===== src/rtl/core/assert_macros.svh =====
// assertion helpers for the expression evaluator core
`ifndef ASSERT_MACROS_SVH
`define ASSERT_MACROS_SVH

`ifndef NO_ASSERTIONS

// property must hold at every rising clock edge outside reset
`define ASSERT_CLK(lbl, clk, rst_n, prop) \
  lbl: assert property (@(posedge clk) disable iff (!rst_n) (prop)) \
    else $error("assertion failed");

// condition must never be seen outside reset
`define ASSERT_NEVER(lbl, clk, rst_n, cond) \
  lbl: assert property (@(posedge clk) disable iff (!rst_n) !(cond)) \
    else $error("forbidden condition seen");

`else

`define ASSERT_CLK(lbl, clk, rst_n, prop)
`define ASSERT_NEVER(lbl, clk, rst_n, cond)

`endif

`endif


===== src/rtl/core/iee_pkg.sv =====
`default_nettype none

package iee_pkg;

  localparam int unsigned STACK_DEPTH = 32;
  localparam int unsigned STK_AW      = (STACK_DEPTH > 1) ? $clog2(STACK_DEPTH) : 1;
  localparam int unsigned STK_CW      = $clog2(STACK_DEPTH + 1);

  localparam int unsigned SYM_W    = 8;
  localparam int unsigned VALUE_W  = 64;
  localparam int unsigned HALF_W   = VALUE_W / 2;
  localparam int unsigned STATUS_W = 2;
  localparam int unsigned OP_W     = 2;

  // operator codes held on the operator stack
  localparam logic [OP_W-1:0] OP_OPEN = 2'd0;
  localparam logic [OP_W-1:0] OP_ADD  = 2'd1;
  localparam logic [OP_W-1:0] OP_SUB  = 2'd2;
  localparam logic [OP_W-1:0] OP_MUL  = 2'd3;

  // status codes
  localparam logic [STATUS_W-1:0] ERR_NONE  = 2'd0;
  localparam logic [STATUS_W-1:0] ERR_FORM  = 2'd1;
  localparam logic [STATUS_W-1:0] ERR_DEPTH = 2'd2;

  // character codes
  localparam logic [SYM_W-1:0] CH_ZERO  = 8'd48;
  localparam logic [SYM_W-1:0] CH_NINE  = 8'd57;
  localparam logic [SYM_W-1:0] CH_OPEN  = 8'h28;
  localparam logic [SYM_W-1:0] CH_CLOSE = 8'h29;
  localparam logic [SYM_W-1:0] CH_PLUS  = 8'h2B;
  localparam logic [SYM_W-1:0] CH_MINUS = 8'h2D;

  // partial product selects of the shared 32x32 multiplier
  localparam logic [1:0] MUL_LL = 2'd0;
  localparam logic [1:0] MUL_LH = 2'd1;
  localparam logic [1:0] MUL_HL = 2'd2;

  typedef struct packed {
    logic       take;
    logic       push_val;
    logic       push_op;
    logic       pop_open;
    logic       apply_start;
    logic       apply_wr;
    logic       mul_en;
    logic [1:0] mul_sel;
    logic       set_form_err;
    logic       load_out;
    logic       clear;
  } iee_cmd_t;

  typedef struct packed {
    logic is_digit;
    logic is_open;
    logic is_close;
    logic last;
    logic err_set;
    logic op_empty;
    logic op_top_open;
    logic val_lt2;
    logic val_empty;
    logic op_is_mul;
  } iee_stat_t;

endpackage

`default_nettype wire


===== src/rtl/core/iee_ctrl.sv =====
`default_nettype none

`include "assert_macros.svh"

module iee_ctrl import iee_pkg::*; (
  input  wire logic      clk_i,
  input  wire logic      rst_ni,
  input  wire logic      in_valid_i,
  output logic           in_ready_o,
  input  wire logic      out_ready_i,
  output logic           out_valid_o,
  input  wire iee_stat_t stat_i,
  output iee_cmd_t       cmd_o
);

  localparam logic [3:0] S_IDLE   = 4'd0;
  localparam logic [3:0] S_DISP   = 4'd1;
  localparam logic [3:0] S_CLOSE  = 4'd2;
  localparam logic [3:0] S_PUSHOP = 4'd3;
  localparam logic [3:0] S_APPLY  = 4'd4;
  localparam logic [3:0] S_WAIT   = 4'd5;
  localparam logic [3:0] S_M0     = 4'd6;
  localparam logic [3:0] S_M1     = 4'd7;
  localparam logic [3:0] S_M2     = 4'd8;
  localparam logic [3:0] S_WR     = 4'd9;
  localparam logic [3:0] S_FIN    = 4'd10;
  localparam logic [3:0] S_DRAIN  = 4'd11;
  localparam logic [3:0] S_ENDCHK = 4'd12;
  localparam logic [3:0] S_OUT    = 4'd13;

  logic [3:0] state_q, state_d;
  logic [3:0] ret_q, ret_d;
  logic       out_valid_q, out_valid_d;
  logic [8:0] cmd_vec;

  always_comb begin
    cmd_o   = '0;
    state_d = state_q;
    ret_d   = ret_q;
    case (state_q)
      S_IDLE: begin
        if (in_valid_i) begin
          cmd_o.take = 1'b1;
          state_d    = S_DISP;
        end
      end
      S_DISP: begin
        if (stat_i.err_set) begin
          state_d = S_FIN;
        end else if (stat_i.is_digit) begin
          cmd_o.push_val = 1'b1;
          state_d        = S_FIN;
        end else if (stat_i.is_open) begin
          cmd_o.push_op = 1'b1;
          state_d       = S_FIN;
        end else if (stat_i.is_close) begin
          state_d = S_CLOSE;
        end else if (!stat_i.op_empty && !stat_i.op_top_open) begin
          ret_d   = S_PUSHOP;
          state_d = S_APPLY;
        end else begin
          state_d = S_PUSHOP;
        end
      end
      S_CLOSE: begin
        if (stat_i.err_set) begin
          state_d = S_FIN;
        end else if (stat_i.op_empty) begin
          cmd_o.set_form_err = 1'b1;
          state_d            = S_FIN;
        end else if (stat_i.op_top_open) begin
          cmd_o.pop_open = 1'b1;
          state_d        = S_FIN;
        end else begin
          ret_d   = S_CLOSE;
          state_d = S_APPLY;
        end
      end
      S_PUSHOP: begin
        cmd_o.push_op = !stat_i.err_set;
        state_d       = S_FIN;
      end
      S_APPLY: begin
        cmd_o.apply_start = 1'b1;
        state_d           = stat_i.val_lt2 ? ret_q : S_WAIT;
      end
      S_WAIT: begin
        if (stat_i.op_is_mul) begin
          state_d = S_M0;
        end else begin
          cmd_o.apply_wr = 1'b1;
          state_d        = ret_q;
        end
      end
      S_M0: begin
        cmd_o.mul_en  = 1'b1;
        cmd_o.mul_sel = MUL_LL;
        state_d       = S_M1;
      end
      S_M1: begin
        cmd_o.mul_en  = 1'b1;
        cmd_o.mul_sel = MUL_LH;
        state_d       = S_M2;
      end
      S_M2: begin
        cmd_o.mul_en  = 1'b1;
        cmd_o.mul_sel = MUL_HL;
        state_d       = S_WR;
      end
      S_WR: begin
        cmd_o.apply_wr = 1'b1;
        state_d        = ret_q;
      end
      S_FIN: begin
        state_d = stat_i.last ? S_DRAIN : S_IDLE;
      end
      S_DRAIN: begin
        if (stat_i.err_set || stat_i.op_empty) begin
          state_d = S_ENDCHK;
        end else if (stat_i.op_top_open) begin
          cmd_o.set_form_err = 1'b1;
          state_d            = S_ENDCHK;
        end else begin
          ret_d   = S_DRAIN;
          state_d = S_APPLY;
        end
      end
      S_ENDCHK: begin
        cmd_o.set_form_err = !stat_i.err_set && stat_i.val_empty;
        state_d            = S_OUT;
      end
      S_OUT: begin
        // wait for the result register to free up
        if (!out_valid_q || out_ready_i) begin
          cmd_o.load_out = 1'b1;
          cmd_o.clear    = 1'b1;
          state_d        = S_IDLE;
        end
      end
      default: begin
        state_d = S_IDLE;
      end
    endcase
  end

  always_comb begin
    out_valid_d = out_valid_q;
    if (cmd_o.load_out) begin
      out_valid_d = 1'b1;
    end else if (out_ready_i) begin
      out_valid_d = 1'b0;
    end
  end

  always_ff @(posedge clk_i or negedge rst_ni) begin
    if (!rst_ni) begin
      state_q     <= S_IDLE;
      ret_q       <= S_IDLE;
      out_valid_q <= 1'b0;
    end else begin
      state_q     <= state_d;
      ret_q       <= ret_d;
      out_valid_q <= out_valid_d;
    end
  end

  assign in_ready_o  = (state_q == S_IDLE);
  assign out_valid_o = out_valid_q;

  assign cmd_vec = {cmd_o.take, cmd_o.push_val, cmd_o.push_op, cmd_o.pop_open,
                    cmd_o.apply_start, cmd_o.apply_wr, cmd_o.mul_en,
                    cmd_o.set_form_err, cmd_o.load_out};

  `ASSERT_CLK(a_cmd_exclusive, clk_i, rst_ni, $onehot0(cmd_vec))
  `ASSERT_CLK(a_accept_leaves_idle, clk_i, rst_ni, (state_q == S_IDLE && in_valid_i) |=> (state_q == S_DISP))
  `ASSERT_CLK(a_load_sets_valid, clk_i, rst_ni, cmd_o.load_out |=> out_valid_q)

endmodule

`default_nettype wire


===== config.mk =====
export PLATFORM = sky130hd
export DESIGN_NAME = iee_ctrl
export DESIGN_NICKNAME = d
export VERILOG_FILES = /design/src/rtl/core/iee_pkg.sv /design/src/rtl/core/iee_ctrl.sv
export VERILOG_INCLUDE_DIRS = /design/src /design/src/rtl/core
export SDC_FILE = /design/constraint.sdc
export NUM_CORES = 1
export LEC_CHECK = 0
export BUFFER_PORTS_ARGS = -buffer_cell sky130_fd_sc_hd__buf_2
export CAP_MARGIN = 40
export CORE_MARGIN = 5
export CORE_UTILIZATION = 49
export DETAILED_ROUTE_END_ITERATION = 7
export GPL_ROUTABILITY_DRIVEN = 0
export PLACE_DENSITY = 0.78
export SYNTH_ARGS = -nofsm -noshare
export SYNTH_HDL_FRONTEND = slang
export SYNTH_SLANG_ARGS = --single-unit

===== constraint.sdc =====
create_clock -name clk_i -period 1.8 [get_ports clk_i]
set_clock_uncertainty 0.1 [all_clocks]
set_input_delay 0.09 -clock clk_i [delete_from_list [all_inputs] [get_ports clk_i]]
set_output_delay 0.09 -clock clk_i [all_outputs]
set_load 0.01 [all_outputs]

======== After elaboration in Yosys (flattened, before gate mapping) ========
Cells that the tools add are included.
word-level totals
  bits in registers ....................... 9
operators by class
  muxes and demuxes ....................... 51
  reductions and logical operators ........ 13
  equal/unequal tests ..................... 25
operators with widths
  kind                  number
  $mux W4               24
  $pmux W4 S14          1
  $eq A4 B4 Y1 const B  6
  $ne A2 B2 Y1 const B  12
  $mux W1               17
  $eq A4 B3 Y1 const B  4
  $pmux W4 S3           1
  $reduce_and A11 Y1    1
  $pmux W3 S3           1
  $eq A4 B2 Y1 const B  2
  $mux W2               3
  $eq A4 B1 Y1 const B  1
  $logic_not A1 Y1      4
  $logic_not A4 Y1      1
  $pmux W1 S2           2
  $mux W3               1
  $pmux W1 S3           1
  $reduce_bool A3 Y1    1
  $logic_and A1 B1 Y1   2
  $logic_or A1 B1 Y1    2
  $reduce_and A2 Y1     1
  $reduce_bool A2 Y1    1

======== Longest topological paths before layout ========
Gate-level depths: netlist of run 1.
  depth after elaboration ................. 8
  mapped depth ............................ 5
  depth with buffers taken out ............ 4

======== Least setup slack after synthesis of run 1 ========
Ideal clock, no wire load.
  kind .................................... register to output
  start point ............................. register state_q[0]
  end point ............................... output port cmd_o[2] (netlist bit)
  cell stages (with the launch flop) ...... 5
  arrival time ............................ 1.365 ns
  path buffers ............................ 2
  slack ................................... 0.245 ns
  cell sequence ........................... dfrtp_1 -> buf_2 -> buf_1 -> a311oi_1 -> a211oi_1
RTL lines
  element                   RTL line         text
  start: declaration        iee_ctrl.sv:31   logic [3:0] state_q, state_d;
  start signal: assignment  iee_ctrl.sv:161  state_q <= state_d;
  end: declaration          iee_ctrl.sv:13   output iee_cmd_t cmd_o

==> results.tsv, run 1 <==
metric	value	unit
cts_setup_buffers	0	
yosys_warnings	0	
syn_inst	104	
slew_viol_final	0	
n_fill_cell	141	
cp_slowest_cell	dfrtp_2	
cp_max_fo	9	
rows	14	
clock.fmax	568	MHz
post-route-util	65.4	%
async_reset_ff_share	100	%
cts-htree-levels	1	
leakage	0.475	nW
max_slew_margin	74.4	%
cts_buffer_depth	2	
synth_top_area_cell	dfrtp_1	
area_delta_synth_final	24.8	%
drive_above_1_share	34.1	%
fin_crit	1.76	ns
grt_max_degree	15	
core	1540	um2
first_pass_iters	7	
reg2regPathDepth	4	
end_kind	primary output	
routed_wl	2.54	mm
globalRouteOverflowTotal	0	
worstReg2RegEnd	state_q[2]	
ys_seq_area_share	24.8	%
regToRegSetupSlack	0.15	ns
post_synth.cell_area_avg	7.77	um2
cts_buffers	3	
grt_pass1_vias	878	
critical_path_class	reg -> out	
die_w	50.6	um
stdcell_count	148	
nets	148	
routedWlPerCell	17.1	um
p_per_area	1560	nW/um2
worstPathArrival	1.57	ns
dp_slack	0.176	ns
final.period_utilization	97.9	%
die_area	2560	um2
cp.required	1.61	ns
hold_violations	0	
cts_root_buf	clkbuf_4	
avgViaCountPerCell	6.34	
synthTopCellsByArea	dfrtp_1 (25%), a21oi_1 (3.7%), nor2_1 (3.7%), nand2_1 (3.3%), o311ai_4 (3.3%)	
hpwl	1.86	mm
yosysTopAreaCellShare	24.8	%
tightest_slew	0.380	ns
vias	939	
start_util	52.4	%
vdd.ir_drop.worst	985	uV
r2r_start	state_q[1]	
drcViolationCount	0	
drt_iter0_drc	21	
cpPeakStageDelay	0.47	ns
finalSetupViolCount	0	
clock-sinks	8	
syn_area	808	um2
ys_ff_latch	8	
antenna_found_initial	0	
outcome	complete, no violations	
fp.dieH	50.6	um
path_clk_slew	0.06	ns
max_cap_viol_count	0	
crit_chain	nor2b_2 -> nand4b_1 -> a211oi_1 -> buf_2	
ant_nets	0	
rsz0062_at_grt	yes	
yosys_most_used_dff	dfrtp_1	
antennaDiodeCount	0	
io_buffers	27	
dp_cells	144	
synth-edff-count	0	
cts_tree	done	
syn_nets	118	
fin_ws	0.0384	ns
clk_latency	0.27	ns
ios	28	
min-delay-path-class	in -> async	
grt_usage	20.6	%
ys_types	45	
yosys-top-cells-count	dfrtp_1 (8), nor2_1 (8), nand2_1 (7), a21oi_1 (6), inv_1 (6)	
grt_pass1_wl	4.05	mm
start_kind	flop	
## report_power, final
part	internal, W	switching, W	leakage (nW)
clock network	0.0000770	0.0000713	0.0138
registers	0.000255	0.000103	0.0936
logic	0.000447	0.000624	0.368
total	0.000779	0.000799	0.475
## state kept, by name, indices dropped and copies added, names as in the netlist
name         count
out_valid_o      1
ret_q            3
state_q          4
## metrics by stage
step	setup TNS, ns	total power (W)	hold slack, ns	area [um2]
3_3_place_gp	0	0.00134	-0.153	956
2_1_floorplan	0	0.00106	-0.306	808
5_1_grt	-0.0179	0.00169	0.125	1010
4_1_cts	0	0.00152	0.0869	995
6_report	0	0.00158	0.0883	1010
3_5_place_dp	0	0.00136	-0.153	956
## layout make-up
class	count	area, um2	share of cell area, %
sequential	8	204	20.2
timing repair buffer	34	194	19.2
clock buffer	3	22.5	2.23
tap	16	20.0	1.99
inverter	6	22.5	2.23
multi-input combinational	81	546	54.1
## how the worst max path moves through the flow
stage                          start          to  slack [ns]  cells past startpoint
after global placement     stat_i[5]  state_q[3]        0.20                      5
after floorplan           state_q[0]    cmd_o[2]        0.25                      4
after global routing      state_q[2]    cmd_o[2]       -0.02                      4
final                     state_q[2]    cmd_o[2]        0.04                      4
after CTS                 state_q[1]    cmd_o[0]        0.04                      5
after detailed placement   stat_i[5]  state_q[3]        0.18                      5
## layout by cell type (no fill, tap or decap), drive strengths merged, types with 2 or more instances in the layout
cell type | synthesis | final
o2bb2ai | 2 | 2
inv | 6 | 6
o311ai | 2 | 2
nor2b | 4 | 4
nor3b | 2 | 2
a21oi | 7 | 7
buf | 8 | 33
a31oi | 2 | 2
clkbuf | 1 | 3
and2 | 2 | 2
and3 | 2 | 2
o2111ai | 2 | 2
nor3 | 3 | 3
o21ai | 4 | 4
or3 | 3 | 3
dfrtp | 8 | 8
nand3 | 5 | 5
nand2 | 7 | 7
nor2 | 8 | 8
nand2b | 4 | 4
a21o | 2 | 2
mux2i | 2 | 2
a211oi | 2 | 2
## cells by family (layout without fill, tap and decap cells)
group	count (synthesis)	count (layout)	synth area share, %
flip-flops	8	8	24.8
AND/OR/NAND/NOR	43	43	28.6
AO/OA/AOI/OAI	36	36	34.8
multiplexers	2	2	2.48
buffers and inverters	15	43	9.29
## routing by layer
metal | vias up | track usage [%] | wire length, um
li1 | 445 | - | -
met1 | 433 | 25.0 | 1000
met2 | 57 | 31.8 | 1210
met3 | 4 | 6.80 | 284
met4 | 0 | 10.6 | 38
met5 | - | 0 | 0
## critical path: cells and delay by family, from the launching register on
kind,cells,cell delay (ns)
flops,1,0.47
simple gates,2,0.44
compound gates,1,0.23
buf+inv,1,0.16
## repair_timing
action	4_1_cts	5_1_grt
gates cloned	0	0
resized for setup	3	5
hold buffers	1	0
endpoints found under the hold margin	8	0
endpoints found under the setup margin	2	4
Note: power is estimated with default switching activity, not from simulation.
==> run 2, diff against run 1 <==
--- a/config.mk
+++ b/config.mk
@@ -6,13 +6,15 @@
 export SDC_FILE = /design/constraint.sdc
 export NUM_CORES = 1
 export LEC_CHECK = 0
+export ABC_AREA = 1
 export BUFFER_PORTS_ARGS = -buffer_cell sky130_fd_sc_hd__buf_2
 export CAP_MARGIN = 40
 export CORE_MARGIN = 5
-export CORE_UTILIZATION = 49
+export CORE_UTILIZATION = 50
+export CTS_BUF_LIST = sky130_fd_sc_hd__clkbuf_8
 export DETAILED_ROUTE_END_ITERATION = 7
 export GPL_ROUTABILITY_DRIVEN = 0
-export PLACE_DENSITY = 0.78
+export PLACE_DENSITY = 0.8
 export SYNTH_ARGS = -nofsm -noshare
 export SYNTH_HDL_FRONTEND = slang
 export SYNTH_SLANG_ARGS = --single-unit
==> results.tsv, run 2 <==
metric	value	unit	change
outcome	complete, no violations		
routedWlPerCell	12.4	um	-28%
grt_pass1_vias	865		-1.5%
pwr-share-comb	60.2	%	-7.7 points
drt_iter0_drc	50		+140%
slew_viol_final	0		unchanged
drive_above_1_share	28.6	%	-5.5 points
clock.fmax	595	MHz	+4.8%
power_frac_clock	15.5	%	+6.1 points
start_kind	flop		
ys_ff_latch	8		unchanged
clock-sinks	8		unchanged
ys_seq_area_share	25.7	%	+0.96 points
rsz0062_at_grt	no		
max_slew_margin	78.9	%	+4.5 points
largest_register_ffs	4		unchanged
cts_buffer_depth	2		unchanged
regToRegSetupSlack	0.29	ns	+0.14 ns
tightest_slew	0.317	ns	-0.0629 ns
cp_slowest_cell	dfrtp_1		
syn_inst	131		+26%
syn_area	778	um2	-3.7%
fp.dieH	49.5	um	-2.3%
synth-edff-count	0		unchanged
hpwl	1.84	mm	-1.1%
yosys_warnings	0		unchanged
yosys_most_used_dff	dfrtp_1		
r2r_start	state_q[2]		
cpPeakStageDelay	0.41	ns	-0.06 ns
final_cell_mix	nand2_1 (30), buf_2 (27), nor2_1 (21)		
worstSetupStartpoint	state_q[1]		
switchingPower	0.000697	W	-13%
drcViolationCount	0		unchanged
area_delta_synth_final	25.9	%	
cts_root_buf	clkbuf_8		
hold_violations	0		unchanged
antennaDiodeCount	0		unchanged
antenna_found_initial	0		unchanged
io_buffers	27		unchanged
final.period_utilization	93.4	%	-4.5 points
finalSetupViolCount	0		unchanged
synth_top_area_cell	dfrtp_1		
cpLargestDelayFamily	simple AND/OR/NAND/NOR gates		
p_int	0.000673	W	-14%
rows	14		unchanged
critical_path_class	reg -> out		
globalRouteOverflowTotal	0		unchanged
worstReg2RegEnd	ret_q[3]		
crit_chain	inv_1 -> nand2_1 -> nor2_1 -> nand3_1 -> a21oi_1 -> buf_2		
cts_tree	done		
setup.worst_path.end	cmd_o[9]		
reg2regPathDepth	6		+2
ys_types	21		-53%
start_util	52.3	%	-0.17 points
n_fill_cell	131		-7.1%
die_area	2450	um2	-4.6%
synth.most_common_cell	nand2_1		
die_w	49.5	um	-2.3%
regMostFlops	state_q		
first_pass_iters	4		-3
cp_max_fo	4		-5
async_reset_ff_share	100	%	unchanged
avgViaCountPerCell	5.47		-14%
vias	969		+3.2%
cts_resized	0		-3
p_sw_share	50.9	%	+0.23 points
ios	28		unchanged
leakage	0.567	nW	+19%
crit_buf_inv	2		+1
worstPathArrival	1.49	ns	-0.08 ns
grt_pass1_wl	3.86	mm	-4.8%
power_frac_seq	24.3	%	+1.6 points
yosysTopAreaCellShare	25.7	%	+0.96 points
cts_buffers	3		unchanged
stdcell_count	177		+20%
grt_usage	19.5	%	-1.0 points
min-delay-path-class	in -> reg		
worst-path-stages	6		+2
vdd.ir_drop.worst	747	uV	-24%
max_cap_viol_count	0		unchanged
ant_nets	0		unchanged
grt_max_degree	9		-6
synthTopCellsByArea	dfrtp_1 (26%), nand2_1 (14%), nor2_1 (10%), inv_1 (9.2%), nand3_1 (7.7%)		
yosys-top-cells-count	nand2_1 (30), nor2_1 (21), inv_1 (19), nand3_1 (12), o21ai_0 (9)		
finalSetupTns	0	ns	unchanged
cts-htree-levels	1		unchanged
cp.required	1.61	ns	about the same
end_kind	primary output		
core	1490	um2	-3.4%
dp_cells	172		+19%
post_synth.cell_area_avg	5.94	um2	-24%
path_clk_slew	0.04	ns	-0.02 ns
syn_nets	145		+23%
clk_latency	0.23	ns	-0.04 ns
min_from	in_valid_i		
nets	177		+20%
fin_crit	1.68	ns	-0.0803 ns
p_per_area	1400	nW/um2	-11%
routed_wl	2.19	mm	-14%
layout_commonest_cell	nand2_1		
-- run 2: cell types whose count changed after synthesis, sizes merged, moves of 3 or more --
cell and delta:
nand3 +8, inv +16, nand2 +26, nand4 +4, nand2b -4, nor2b -4
nor2 +20, o21ai +7, or3 -3, buf -6, nor3 +3, a21oi -6
-- run 2: metrics by stage --
step / utilization, % / hold WS, ns / cell area [um2] / total power [W] / worst slack (ns)
2_1_floorplan: - / -0.306 / 778 / 0.000910 / 0.502
3_3_place_gp: 61.7 / -0.168 / 918 / 0.00112 / 0.358
3_5_place_dp: 61.7 / -0.162 / 918 / 0.00115 / 0.316
4_1_cts: 65.8 / 0.104 / 980 / 0.00137 / 0.123
5_1_grt: 65.8 / 0.164 / 980 / 0.00150 / 0.00969
6_report: 65.8 / 0.104 / 980 / 0.00137 / 0.119
-- run 2: tightest hold or removal path, cell delays in order --
cell and delay [ns]:
buf_2 0.08, o21ai_0 0.07, inv_1 0.05, nand2_1 0.05
nand2_1 0.05
-- run 2: logic make-up after synthesis --
| logic type | after synthesis | share of synthesized area [%] |
|---|---|---|
| AO/OA/AOI/OAI | 15 | 11.7 |
| buffers and inverters | 24 | 12.5 |
| flip-flops | 8 | 25.7 |
| AND/OR/NAND/NOR | 84 | 50.0 |
-- run 2: worst min-delay path by stage --
| stage | end | slack [ns] | depth (start not counted) |
|---|---|---|---|
| 2_1_floorplan | out_valid_o | -0.31 | 0 |
| 3_3_place_gp | out_valid_o | -0.17 | 1 |
| 3_5_place_dp | state_q[3] | -0.16 | 1 |
| 4_1_cts | state_q[0] | 0.10 | 5 |
| 5_1_grt | state_q[1] | 0.16 | 2 |
| 6_report | state_q[0] | 0.10 | 5 |
-- run 2: repair_timing --
item | in CTS | in global routing
setup buffers | 0 | 0
hold buffers | 2 | 0
hold endpoints to repair | 9 | 0
-- run 2: per-layer routing --
layer | wire [um] | global-route usage [%] | vias to the layer above
met3 | 236 | 5.72 | 4
met2 | 1040 | 30.7 | 55
met4 | 42 | 8.30 | 0
met1 | 870 | 24.7 | 427
met5 | 0 | 0 | -
li1 | - | - | 483
-- run 2: area by class of cell --
type	count	area, um2	share of cell area, %
multi-input cells	99	480	49.0
flip-flops and latches	8	200	20.4
repair buffers	29	155	15.8
inverters	22	82.6	8.43
clock buffers	3	41.3	4.21
well taps	16	20.0	2.04
-- run 2: power by group through the flow --
| stage | Sequential [W] | Clock [W] | Combinational [W] |
|---|---|---|---|
| after global placement | 0.000325 | 0 | 0.000797 |
| after global routing | 0.000341 | 0.000234 | 0.000929 |
| final | 0.000332 | 0.000213 | 0.000825 |
| after floorplan | 0.000312 | 0 | 0.000598 |
| after CTS | 0.000328 | 0.000220 | 0.000822 |
| after detailed placement | 0.000330 | 0 | 0.000816 |
